[config.mk]
export PLATFORM = sky130hd
export DESIGN_NAME = ordered_list_append_remove
export DESIGN_NICKNAME = d
export VERILOG_FILES = /design/src/rtl/ola_pkg.sv /design/src/rtl/ola_mem.sv /design/src/rtl/ordered_list_append_remove.sv
export SDC_FILE = /design/constraint.sdc
export NUM_CORES = 1
export LEC_CHECK = 0
export BUFFER_PORTS_ARGS = -buffer_cell sky130_fd_sc_hd__buf_2
export CORE_ASPECT_RATIO = 1.1
export CORE_MARGIN = 1.5
export CORE_UTILIZATION = 50
export DETAILED_ROUTE_END_ITERATION = 10
export PLACE_DENSITY_LB_ADDON = 0.15
export SYNTH_ARGS = -nofsm -noshare
export SYNTH_HDL_FRONTEND = slang
export SYNTH_SLANG_ARGS = --single-unit
[constraint.sdc]
create_clock -name clk -period 9 [get_ports clk]
set_input_delay 1.8 -clock clk [delete_from_list [all_inputs] [get_ports clk]]
set_output_delay 1.8 -clock clk [all_outputs]
set_load 0.005 [all_outputs]
[src/rtl/ola_pkg.sv]
package ola_pkg;

  localparam int DEPTH = 16;
  localparam int AW    = (DEPTH > 1) ? $clog2(DEPTH) : 1;
  localparam int CW    = $clog2(DEPTH + 1);
  localparam int DW    = 32;

  localparam logic [1:0] CMD_APPEND = 2'd0;
  localparam logic [1:0] CMD_REMOVE = 2'd1;
  localparam logic [1:0] CMD_SHOW   = 2'd2;

  localparam logic [2:0] ST_OK        = 3'd0;
  localparam logic [2:0] ST_FULL      = 3'd1;
  localparam logic [2:0] ST_NOT_FOUND = 3'd2;
  localparam logic [2:0] ST_ELEMENT   = 3'd3;
  localparam logic [2:0] ST_EMPTY     = 3'd4;

  typedef struct packed {
    logic          we;
    logic [AW-1:0] waddr;
    logic [DW-1:0] wdata;
    logic          re;
    logic [AW-1:0] raddr;
  } mem_req_t;

endpackage

[src/rtl/ola_mem.sv]
module ola_mem
  import ola_pkg::*;
(
  input  logic          clk,
  input  mem_req_t      req,
  output logic [DW-1:0] rdata
);

  logic [DW-1:0] mem [DEPTH];
  logic [DW-1:0] rdata_r;

  always_ff @(posedge clk) begin
    if (req.we) begin
      mem[req.waddr] <= req.wdata;
    end
  end

  always_ff @(posedge clk) begin
    if (req.re) begin
      rdata_r <= mem[req.raddr];
    end
  end

  assign rdata = rdata_r;

endmodule

[src/rtl/ordered_list_append_remove.sv]
// Ordered list of up to DEPTH (16) signed 32-bit values held in a single-port-write,
// registered-read RAM, driven by a small sequencer around one value comparator.
// An item is taken only while the sequencer is idle. Remove streams the list through
// the RAM read port, comparing one entry and moving one entry down a place per cycle.
// Show reads each entry through the registered RAM read port ahead of its result,
// or gives a single empty result when the list is empty.
// Every result passes through an output register, so a new item is taken while
// a result still waits; stalls on the result side only hold the sequencer.
// Command code 3 is taken and dropped with no result.
module ordered_list_append_remove
  import ola_pkg::*;
(
  input  logic                 clk,
  input  logic                 rst_n,
  input  logic                 in_valid,
  output logic                 in_ready,
  input  logic [1:0]           in_cmd,
  input  logic signed [DW-1:0] in_value,
  output logic                 out_valid,
  input  logic                 out_ready,
  output logic [2:0]           out_status,
  output logic signed [DW-1:0] out_element,
  output logic                 out_last
);

  typedef enum logic [4:0] {
    S_IDLE   = 5'b00001,
    S_RM     = 5'b00010,
    S_SH_RD  = 5'b00100,
    S_SH_OUT = 5'b01000,
    S_RES    = 5'b10000
  } state_t;

  state_t        st_r, st_nxt;
  logic [1:0]    cmd_r, cmd_nxt;
  logic [DW-1:0] value_r, value_nxt;
  logic [CW-1:0] count_r, count_nxt;
  logic [CW-1:0] rd_idx_r, rd_idx_nxt;
  logic          found_r, found_nxt;
  logic          pend_r, pend_nxt;

  logic          out_valid_r, out_valid_nxt;
  logic [2:0]    out_status_r, out_status_nxt;
  logic [DW-1:0] out_element_r, out_element_nxt;
  logic          out_last_r, out_last_nxt;

  mem_req_t      mem_req;
  logic [DW-1:0] mem_rdata;
  logic          out_free;
  logic          hit;
  logic [CW-1:0] rd_idx_inc;
  logic [CW-1:0] shift_idx;

  ola_mem u_mem (
    .clk   (clk),
    .req   (mem_req),
    .rdata (mem_rdata)
  );

  assign out_free   = !out_valid_r || out_ready;
  assign hit        = pend_r && (mem_rdata == value_r);
  assign rd_idx_inc = rd_idx_r + CW'(1);
  assign shift_idx  = rd_idx_r - CW'(2);

  always_comb begin
    st_nxt          = st_r;
    cmd_nxt         = cmd_r;
    value_nxt       = value_r;
    count_nxt       = count_r;
    rd_idx_nxt      = rd_idx_r;
    found_nxt       = found_r;
    pend_nxt        = pend_r;
    out_valid_nxt   = out_valid_r && !out_ready;
    out_status_nxt  = out_status_r;
    out_element_nxt = out_element_r;
    out_last_nxt    = out_last_r;
    mem_req         = '0;

    case (st_r)
      S_IDLE: begin
        if (in_valid) begin
          cmd_nxt    = in_cmd;
          value_nxt  = in_value;
          rd_idx_nxt = '0;
          found_nxt  = 1'b0;
          pend_nxt   = 1'b0;
          case (in_cmd)
            CMD_APPEND: st_nxt = S_RES;
            CMD_REMOVE: st_nxt = S_RM;
            CMD_SHOW:   st_nxt = (count_r == '0) ? S_RES : S_SH_RD;
            default:    st_nxt = S_IDLE;
          endcase
        end
      end
      S_RM: begin
        // entry at rd_idx-1 is in mem_rdata; later entries move down one place
        if (pend_r) begin
          if (found_r) begin
            mem_req.we    = 1'b1;
            mem_req.waddr = shift_idx[AW-1:0];
            mem_req.wdata = mem_rdata;
          end else if (hit) begin
            found_nxt = 1'b1;
          end
        end
        if (rd_idx_r < count_r) begin
          mem_req.re    = 1'b1;
          mem_req.raddr = rd_idx_r[AW-1:0];
          rd_idx_nxt    = rd_idx_inc;
          pend_nxt      = 1'b1;
        end else begin
          pend_nxt = 1'b0;
          if (!pend_r) begin
            st_nxt = S_RES;
          end
        end
      end
      S_SH_RD: begin
        mem_req.re    = 1'b1;
        mem_req.raddr = rd_idx_r[AW-1:0];
        st_nxt        = S_SH_OUT;
      end
      S_SH_OUT: begin
        if (out_free) begin
          out_valid_nxt   = 1'b1;
          out_status_nxt  = ST_ELEMENT;
          out_element_nxt = mem_rdata;
          out_last_nxt    = (rd_idx_inc == count_r);
          rd_idx_nxt      = rd_idx_inc;
          st_nxt          = (rd_idx_inc == count_r) ? S_IDLE : S_SH_RD;
        end
      end
      S_RES: begin
        if (out_free) begin
          out_valid_nxt   = 1'b1;
          out_element_nxt = '0;
          out_last_nxt    = 1'b1;
          st_nxt          = S_IDLE;
          case (cmd_r)
            CMD_APPEND: begin
              if (count_r == CW'(DEPTH)) begin
                out_status_nxt = ST_FULL;
              end else begin
                out_status_nxt = ST_OK;
                mem_req.we     = 1'b1;
                mem_req.waddr  = count_r[AW-1:0];
                mem_req.wdata  = value_r;
                count_nxt      = count_r + CW'(1);
              end
            end
            CMD_REMOVE: begin
              if (found_r) begin
                out_status_nxt = ST_OK;
                count_nxt      = count_r - CW'(1);
              end else begin
                out_status_nxt = ST_NOT_FOUND;
              end
            end
            default: out_status_nxt = ST_EMPTY;
          endcase
        end
      end
      default: st_nxt = S_IDLE;
    endcase
  end

  always_ff @(posedge clk) begin
    if (!rst_n) begin
      st_r        <= S_IDLE;
      count_r     <= '0;
      rd_idx_r    <= '0;
      found_r     <= 1'b0;
      pend_r      <= 1'b0;
      out_valid_r <= 1'b0;
    end else begin
      st_r        <= st_nxt;
      count_r     <= count_nxt;
      rd_idx_r    <= rd_idx_nxt;
      found_r     <= found_nxt;
      pend_r      <= pend_nxt;
      out_valid_r <= out_valid_nxt;
    end
  end

  always_ff @(posedge clk) begin
    cmd_r         <= cmd_nxt;
    value_r       <= value_nxt;
    out_status_r  <= out_status_nxt;
    out_element_r <= out_element_nxt;
    out_last_r    <= out_last_nxt;
  end

  assign in_ready    = (st_r == S_IDLE);
  assign out_valid   = out_valid_r;
  assign out_status  = out_status_r;
  assign out_element = out_element_r;
  assign out_last    = out_last_r;

`ifndef SYNTHESIS
  a_count_bound: assert property (@(posedge clk) disable iff (!rst_n)
    count_r <= CW'(DEPTH))
    else $error("list count above capacity");

  a_shift_after_hit: assert property (@(posedge clk) disable iff (!rst_n)
    (st_r == S_RM && mem_req.we) |-> found_r)
    else $error("entry moved before a match");

  a_scan_bound: assert property (@(posedge clk) disable iff (!rst_n)
    (st_r == S_RM) |-> (rd_idx_r <= count_r))
    else $error("remove scan past tail");

  a_remove_shrinks: assert property (@(posedge clk) disable iff (!rst_n)
    (st_r == S_RES && cmd_r == CMD_REMOVE && out_free && found_r)
      |=> (count_r == $past(count_r) - CW'(1)))
    else $error("count not reduced after remove");

  a_show_entry_valid: assert property (@(posedge clk) disable iff (!rst_n)
    (st_r == S_SH_OUT) |-> (rd_idx_r < count_r))
    else $error("show reads beyond tail");
`endif

endmodule

==> results.json, run 1 <==
{
  "clock_path_buffers": 3,
  "clkTransAtPathRegs_ps": 60,
  "min_path_type": "reg -> reg",
  "final_cell_mix": "614 x edfxtp_1, 96 x mux4_2, 77 x and2_1, 75 x buf_2, 71 x clkbuf_16",
  "syn2layout_area_growth_pct": 13.1,
  "reg2reg_from": "rd_idx_r[2]",
  "setup_viol": 0,
  "synth.distinct_cells": 66,
  "cts_tree": "done",
  "fin_tns_setup_ps": 0,
  "max_cap_viol_count": 0,
  "first_pass_iters": 5,
  "grt_util_all_layers_pct": 24.2,
  "r2r_cells": 6,
  "ys_seq_area_share_pct": 73.1,
  "antenna_found_initial": 1,
  "std_cell_rows": 87,
  "vdd_drop_max_mv": 0.146,
  "slowest_delay_ps": 1040,
  "period_share_pct": 45.7,
  "final_area_um2": 29100,
  "regToRegEndpoint": "u_mem.mem[2][14]",
  "fmax_mhz": 243,
  "pwr-share-clk_pct": 44.4,
  "yosys_warnings": 0,
  "layout_commonest_cell": "edfxtp_1",
  "synth.net_count": 1486,
  "cp_slowest_cell": "nor2_4",
  "ioPinCount": 76,
  "critPathArrivalTime_ps": 4320,
  "hold_viol_final": 0,
  "coreArea_um2": 51100,
  "final.setup_skew_ps": 17.0,
  "cts_buffers": 66,
  "worstMarginPinSlew_ps": 1220,
  "placed_area_um2": 26900,
  "min_period_ps": 4110,
  "fillers": 3873,
  "hold_depth": 2,
  "drc": 0,
  "powerDensity_nw_per_um2": 212,
  "die_h_um": 241,
  "swShare_pct": 20.2,
  "diodes": 0,
  "grt_pass1_vias": 13700,
  "dieArea_um2": 52800,
  "dp_hpwl_um": 33500,
  "hp-start": "found_r",
  "status": "finished clean",
  "grt_overflow_total": 0,
  "avgSynthCellArea_um2": 17.9,
  "final_cells": 2241,
  "p_int_uw": 4920,
  "grt_max_degree": 70,
  "path_cells": "buf_2 > nor2b_1 > nor4bb_1 > buf_4 > a21boi_4 > o221ai_1 > nor2_4",
  "fin_nets": 1575,
  "ff2ff_setup_slack_ps": 4960,
  "ant_nets": 0,
  "post_cts_buffers": 0,
  "drt-total-wl_um": 62200,
  "rsz0062_at_grt": "no",
  "dr_total_vias": 13700,
  "critPathMaxFanout": 32,
  "numPortBuffers": 75,
  "place.gp.congestion": 0.797,
  "root_buffer": "clkbuf_16",
  "power_frac_seq_pct": 53.0,
  "ctsHoldBuffers": 0,
  "htree_num_levels": 3,
  "worstSetupPathType": "in -> reg",
  "synth_cells": 1436,
  "final_max_slew_viol_count": 0,
  "critPathBufInv": 2,
  "power_uw": 6170,
  "cp-end-kind": "flip-flop",
  "grt_pass1_wl_um": 90800,
  "first_iter_violations": 1232,
  "start_util_pct": 50.4,
  "yosys-top-cells-area": "edfxtp_1 72%, mux4_2 8.4%, mux2i_1 2.5%",
  "relSlewSlack_pct": 17.5,
  "cts_resized": 0,
  "ys_async_sr_fraction_pct": 0,
  "critPathLaunchType": "input port",
  "hold_end": "found_r",
  "vias_per_cell": 6.13,
  "clock_sinks": 632,
  "p_comb_share_pct": 2.6,
  "dp_cells": 2124,
  "drive_gt1_share_pct": 21.7,
  "ys_ff_latch": 632,
  "fin_util_pct": 57.0,
  "worstPathRequired_ps": 9210,
  "route.detailed.wl_per_inst_um": 27.8,
  "ys.flop_type": "edfxtp_1",
  "crit_family": "simple AND/OR/NAND/NOR gates",
  "synth_top_cell_area_share_pct": 71.7,
  "synth_area_um2": 25700,
  "p_leak_uw": 0.0105,
  "clk_latency_ps": 600,
  "yosysTopAreaCell": "edfxtp_1",
  "p_switching_uw": 1250,
  "synth_edf_count": 614,
  "die_width_um": 219
}
cell usage after synthesis, types with 2 or more instances:
master      n
a31oi_1     3
nor3_1      6
mux2i_1    65
a22o_1     32
o21ai_0    42
or3_1       3
and3_1      4
nor2b_1     8
xor2_1      3
a21o_1      3
a221oi_1   22
nor2_1     61
buf_6       7
nand2_1     9
nand2b_1    6
o22ai_1    34
a32oi_1     2
nor3_2      2
xnor2_1    38
dfxtp_1    18
nand4b_1    2
a211oi_1    6
a21oi_1    43
o21a_1     33
mux4_2     96
nand4_1     9
or2_2       3
clkbuf_1   43
buf_1       8
and2_0     23
o221ai_1    2
nand3_1     8
nor4_1      5
o31ai_1     3
edfxtp_1  614
and2_1     77
o311ai_0    2
o211ai_1    3
inv_1      16
ha_1       11
a221oi_2   10
o31a_1      2
buf_2      26
final cells by class:
cell class | instances | area [µm²] | share of cell area (%)
Clock buffer | 79 | 1810 | 6.21
Clock inverter | 38 | 360 | 1.24
Inverter | 17 | 65.1 | 0.224
Multi-Input combinational cell | 701 | 6610 | 22.7
Sequential cell | 632 | 18800 | 64.6
Tap cell | 667 | 835 | 2.87
Timing Repair Buffer | 107 | 616 | 2.12
routing by layer:
metal / vias up / share of wire, % / global-route usage [%]
li1: 5953 / - / -
met1: 7251 / 42 / 33.5
met2: 453 / 50 / 40.1
met3: 78 / 5.8 / 3.52
met4: 0 / 2.0 / 7.24
met5: - / 0 / 0
power groups by stage:
stage / sequential [µW] / clock, µW / combinational, µW
final: 3270 / 2740 / 159
after global placement: 3330 / 0 / 158
after floorplan: 3320 / 0 / 90.9
after detailed placement: 3330 / 0 / 161
after global routing: 3270 / 2880 / 175
after CTS: 3270 / 2790 / 162
cell families after synthesis:
family | after synthesis | share of synthesized area [%]
simple gates | 232 | 4.98
compound gates | 255 | 7.15
fa+ha+maj | 12 | 0.613
buf+inv | 103 | 1.85
xor+xnor | 41 | 1.40
mux | 161 | 10.9
flops | 632 | 73.1
worst max path at each step:
stage	startpoint	cells past startpoint	to
after floorplan	out_ready	6	u_mem.mem[0][0]
after global placement	out_ready	7	u_mem.mem[2][23]
after detailed placement	out_ready	7	u_mem.mem[2][8]
after CTS	out_ready	7	u_mem.mem[2][0]
after global routing	out_ready	7	u_mem.mem[2][0]
final	out_ready	7	u_mem.mem[2][14]
flip-flops by register name (all words and copies together) (netlist names), 2 cells and up:
signal       cells
rd_idx_r         5
value_r         32
count_r          5
out_status       3
u_mem.rdata     32
st_r             5
cmd_r            2
u_mem.mem      512
out_element     32
tightest hold or removal path: cells and delay by family (launching register included):
family | cells | cell delay [ps]
AOI/OAI and AO/OA | 1 | 60
DFF | 1 | 340
and+or+nand+nor | 1 | 70
metrics by stage:
| stage | hold WS [ps] | setup WS, ps |
|---|---|---|
| 6_report | 523 | 4890 |
| 5_1_grt | 547 | 4740 |
| 4_1_cts | 523 | 4950 |
| 3_5_place_dp | 514 | 4330 |
| 3_3_place_gp | 508 | 4380 |
| 2_1_floorplan | 482 | 4380 |
Note: power is estimated with default switching activity, not from simulation.
==> run 2: changes to the inputs <==
--- a/config.mk
+++ b/config.mk
@@ -5,6 +5,7 @@
 export SDC_FILE = /design/constraint.sdc
 export NUM_CORES = 1
 export LEC_CHECK = 0
+export ABC_AREA = 1
 export BUFFER_PORTS_ARGS = -buffer_cell sky130_fd_sc_hd__buf_2
 export CORE_ASPECT_RATIO = 1.1
 export CORE_MARGIN = 1.5
==> constraint.sdc (replaced) <==
create_clock -name clk -period 3.3 [get_ports clk]
set_input_delay 0.66 -clock clk [delete_from_list [all_inputs] [get_ports clk]]
set_output_delay 0.66 -clock clk [all_outputs]
set_load 0.005 [all_outputs]
==> run 2 against run 1 <==
- routed wire length up 19%
- core utilization grew 1.1 points
- sequential power rose to 2.7 times the previous value
- total power increased to 2.7 times the previous value
- non-clock buffer count rose by 58
- highest routed layer is now met5
- sequential share of layout area decreased by 4.7 points
- die area increased by 6.7%
- final cell count is 42% higher
- synthesized area grew 6.8%
- critical path depth rose by 7
- critical endpoint is now u_mem.rdata[16]
==> results.json, run 2 <==
{
  "final_area_um2": 31400,
  "relSlewSlack_pct": 13.8,
  "grt_pass1_vias": 17900,
  "yosys_warnings": 0,
  "cp-end-kind": "flip-flop",
  "fmax_mhz": 337,
  "yosysTopAreaCell": "edfxtp_1",
  "cts_buffers": 68,
  "route.detailed.wl_per_inst_um": 23.2,
  "drive_gt1_share_pct": 16.3,
  "crit_family": "simple AND/OR/NAND/NOR gates",
  "avgSynthCellArea_um2": 11.8,
  "regToRegEndpoint": "u_mem.rdata[16]",
  "yosys-top-cells-area": "edfxtp_1 67%, nand3_1 8.4%, inv_1 3.8%",
  "clkTransAtPathRegs_ps": 60,
  "final_cell_mix": "614 x edfxtp_1, 459 x nand3_1, 280 x inv_1, 213 x nand2_1, 128 x nand3b_1",
  "hp-start": "in_value[6]",
  "vias_per_cell": 5.80,
  "hold_end": "value_r[6]",
  "fillers": 4283,
  "die_width_um": 226,
  "ys.flop_type": "edfxtp_1",
  "antenna_found_initial": 1,
  "synth_edf_count": 614,
  "grt_overflow_total": 0,
  "fin_nets": 2462,
  "cts_tree": "done",
  "synth.distinct_cells": 36,
  "worstMarginPinSlew_ps": 1280,
  "holdWs_ps": 222,
  "min_path_type": "in -> reg",
  "synth_area_um2": 27500,
  "synth_cells": 2327,
  "layout_commonest_cell": "edfxtp_1",
  "final.setup_skew_ps": 24.7,
  "max_cap_viol_count": 0,
  "grt_max_degree": 169,
  "first_iter_violations": 2271,
  "final_max_slew_viol_count": 0,
  "grt_util_all_layers_pct": 26.6,
  "setup_viol": 0,
  "critPathMaxFanout": 29,
  "worstSetupPathType": "reg -> reg",
  "power_uw": 16600,
  "placed_area_um2": 29200,
  "htree_num_levels": 3,
  "reg2reg_from": "count_r[3]",
  "ctsHoldBuffers": 0,
  "critPathLaunchType": "flip-flop",
  "dr_total_vias": 18500,
  "start_util_pct": 50.9,
  "root_buffer": "clkbuf_16",
  "vdd_drop_max_mv": 0.341,
  "place.gp.congestion": 0.885,
  "first_pass_iters": 6,
  "drc": 0,
  "rsz0062_at_grt": "no",
  "cp_slowest_cell": "dfxtp_1",
  "hold_depth": 1,
  "cp.depth": 14,
  "largest_reg_flops": 512,
  "ys_seq_area_share_pct": 68.4,
  "ys_ff_latch": 632,
  "powerDensity_nw_per_um2": 530,
  "dp_hpwl_um": 42100,
  "drt-total-wl_um": 74200,
  "yosys-top-cells-count": "614 x edfxtp_1, 459 x nand3_1, 280 x inv_1, 214 x nand2_1, 128 x nand3b_1",
  "clock_sinks": 632,
  "p_leak_uw": 0.0125,
  "clock_path_buffers": 3,
  "status": "finished clean",
  "ff2ff_setup_slack_ps": 330,
  "ioPinCount": 76,
  "r2r_cells": 14,
  "std_cell_rows": 89,
  "path_cells": "inv_1 > ha_1 > nand2_1 > nor2_1 > nand2_1 > nand3_2 > nand2_8 > inv_2 > nor2_4 > inv_2 > buf_12 > nand3_1 > nand3_1 > nand2_1",
  "slowest_delay_ps": 370,
  "period_share_pct": 89.9,
  "coreArea_um2": 54000,
  "min_period_ps": 2970,
  "crit_top_cell": "nand2_1",
  "yosysMostFrequentCell": "edfxtp_1",
  "diodes": 0,
  "regMostFlops": "u_mem.mem",
  "clk_latency_ps": 620,
  "die_h_um": 249,
  "cp-startpoint": "count_r[3]",
  "syn2layout_area_growth_pct": 14.3,
  "cts_resized": 0,
  "numPortBuffers": 75,
  "synth.net_count": 2377,
  "post_cts_buffers": 0,
  "critPathArrivalTime_ps": 3260,
  "ant_nets": 0,
  "dieArea_um2": 56400,
  "hold_viol_final": 0,
  "synth_top_cell_area_share_pct": 67.1,
  "worstPathRequired_ps": 3590,
  "ys_async_sr_fraction_pct": 0,
  "critPathBufInv": 4,
  "grt_pass1_wl_um": 112000
}
-- run 2: changes by cell type in the layout (fill, tap and decap cells not counted), moves of 95 or more --
cell,previous run,this run
o2111ai_1,1,96
inv_1,14,280
mux4_2,96,0
nand2_1,9,213
nand3b_1,0,128
nand3_1,7,459
-- run 2: through the flow --
step	setup WS [ps]	setup TNS, ps	utilization (%)	std cells
after floorplan	-452	-142990	-	2327
after global placement	382	0	54.1	3070
after detailed placement	369	0	54.1	3070
after CTS	353	0	58.1	3193
after global routing	142	0	58.1	3193
final	335	0	58.1	3193
-- run 2: kinds of logic after synthesis --
kind of cell	count (synthesis)	share of synthesized area, %
adders and majority gates	12	0.574
AOI/OAI and AO/OA	183	4.86
xor gates and xnor gates	11	0.351
buffers and inverters	437	6.34
DFF	632	68.4
and+or+nand+nor	1052	19.4
-- run 2: final cells by class --
class                      count  area [µm²]  area share, %
timing repair buffer         165        1340           4.26
multi-input combinational   1258        7110           22.6
clock buffer                  84        1820           5.81
tap                          728         911           2.90
inverter                     287        1080           3.44
sequential                   632       18800           59.9
clock inverter                39         325           1.04
-- run 2: worst max path at each step --
stage	endpoint	slack (ps)
final	u_mem.rdata[16]	330
after global routing	u_mem.rdata[16]	140
after CTS	u_mem.rdata[26]	350
after detailed placement	u_mem.rdata[18]	370
after global placement	u_mem.rdata[26]	380
after floorplan	u_mem.mem[15][0]	-450
-- run 2: report_power, final --
part	internal, µW	leakage (µW)	switching [µW]	total, µW
registers	8790	0.00666	47.8	8840
clock network	4270	0.00106	3130	7390
logic	129	0.00482	284	413
-- run 2: routing by layer --
layer  global-route usage, %  up-vias  wire length (µm)
met5                       0        -                 8
met1                    36.5     9086             31200
met2                    42.4      844             35100
li1                        -     8469                 -
met4                    8.74        2              1790
met3                    5.26      125              6130
-- run 2: worst reg2reg max path, delay by kind of cell (launching register included) --
kind / cells / cell delay, ps
DFF: 1 / 370
adders and majority gates: 1 / 300
and+or+nand+nor: 9 / 1030
buffers and inverters: 4 / 940
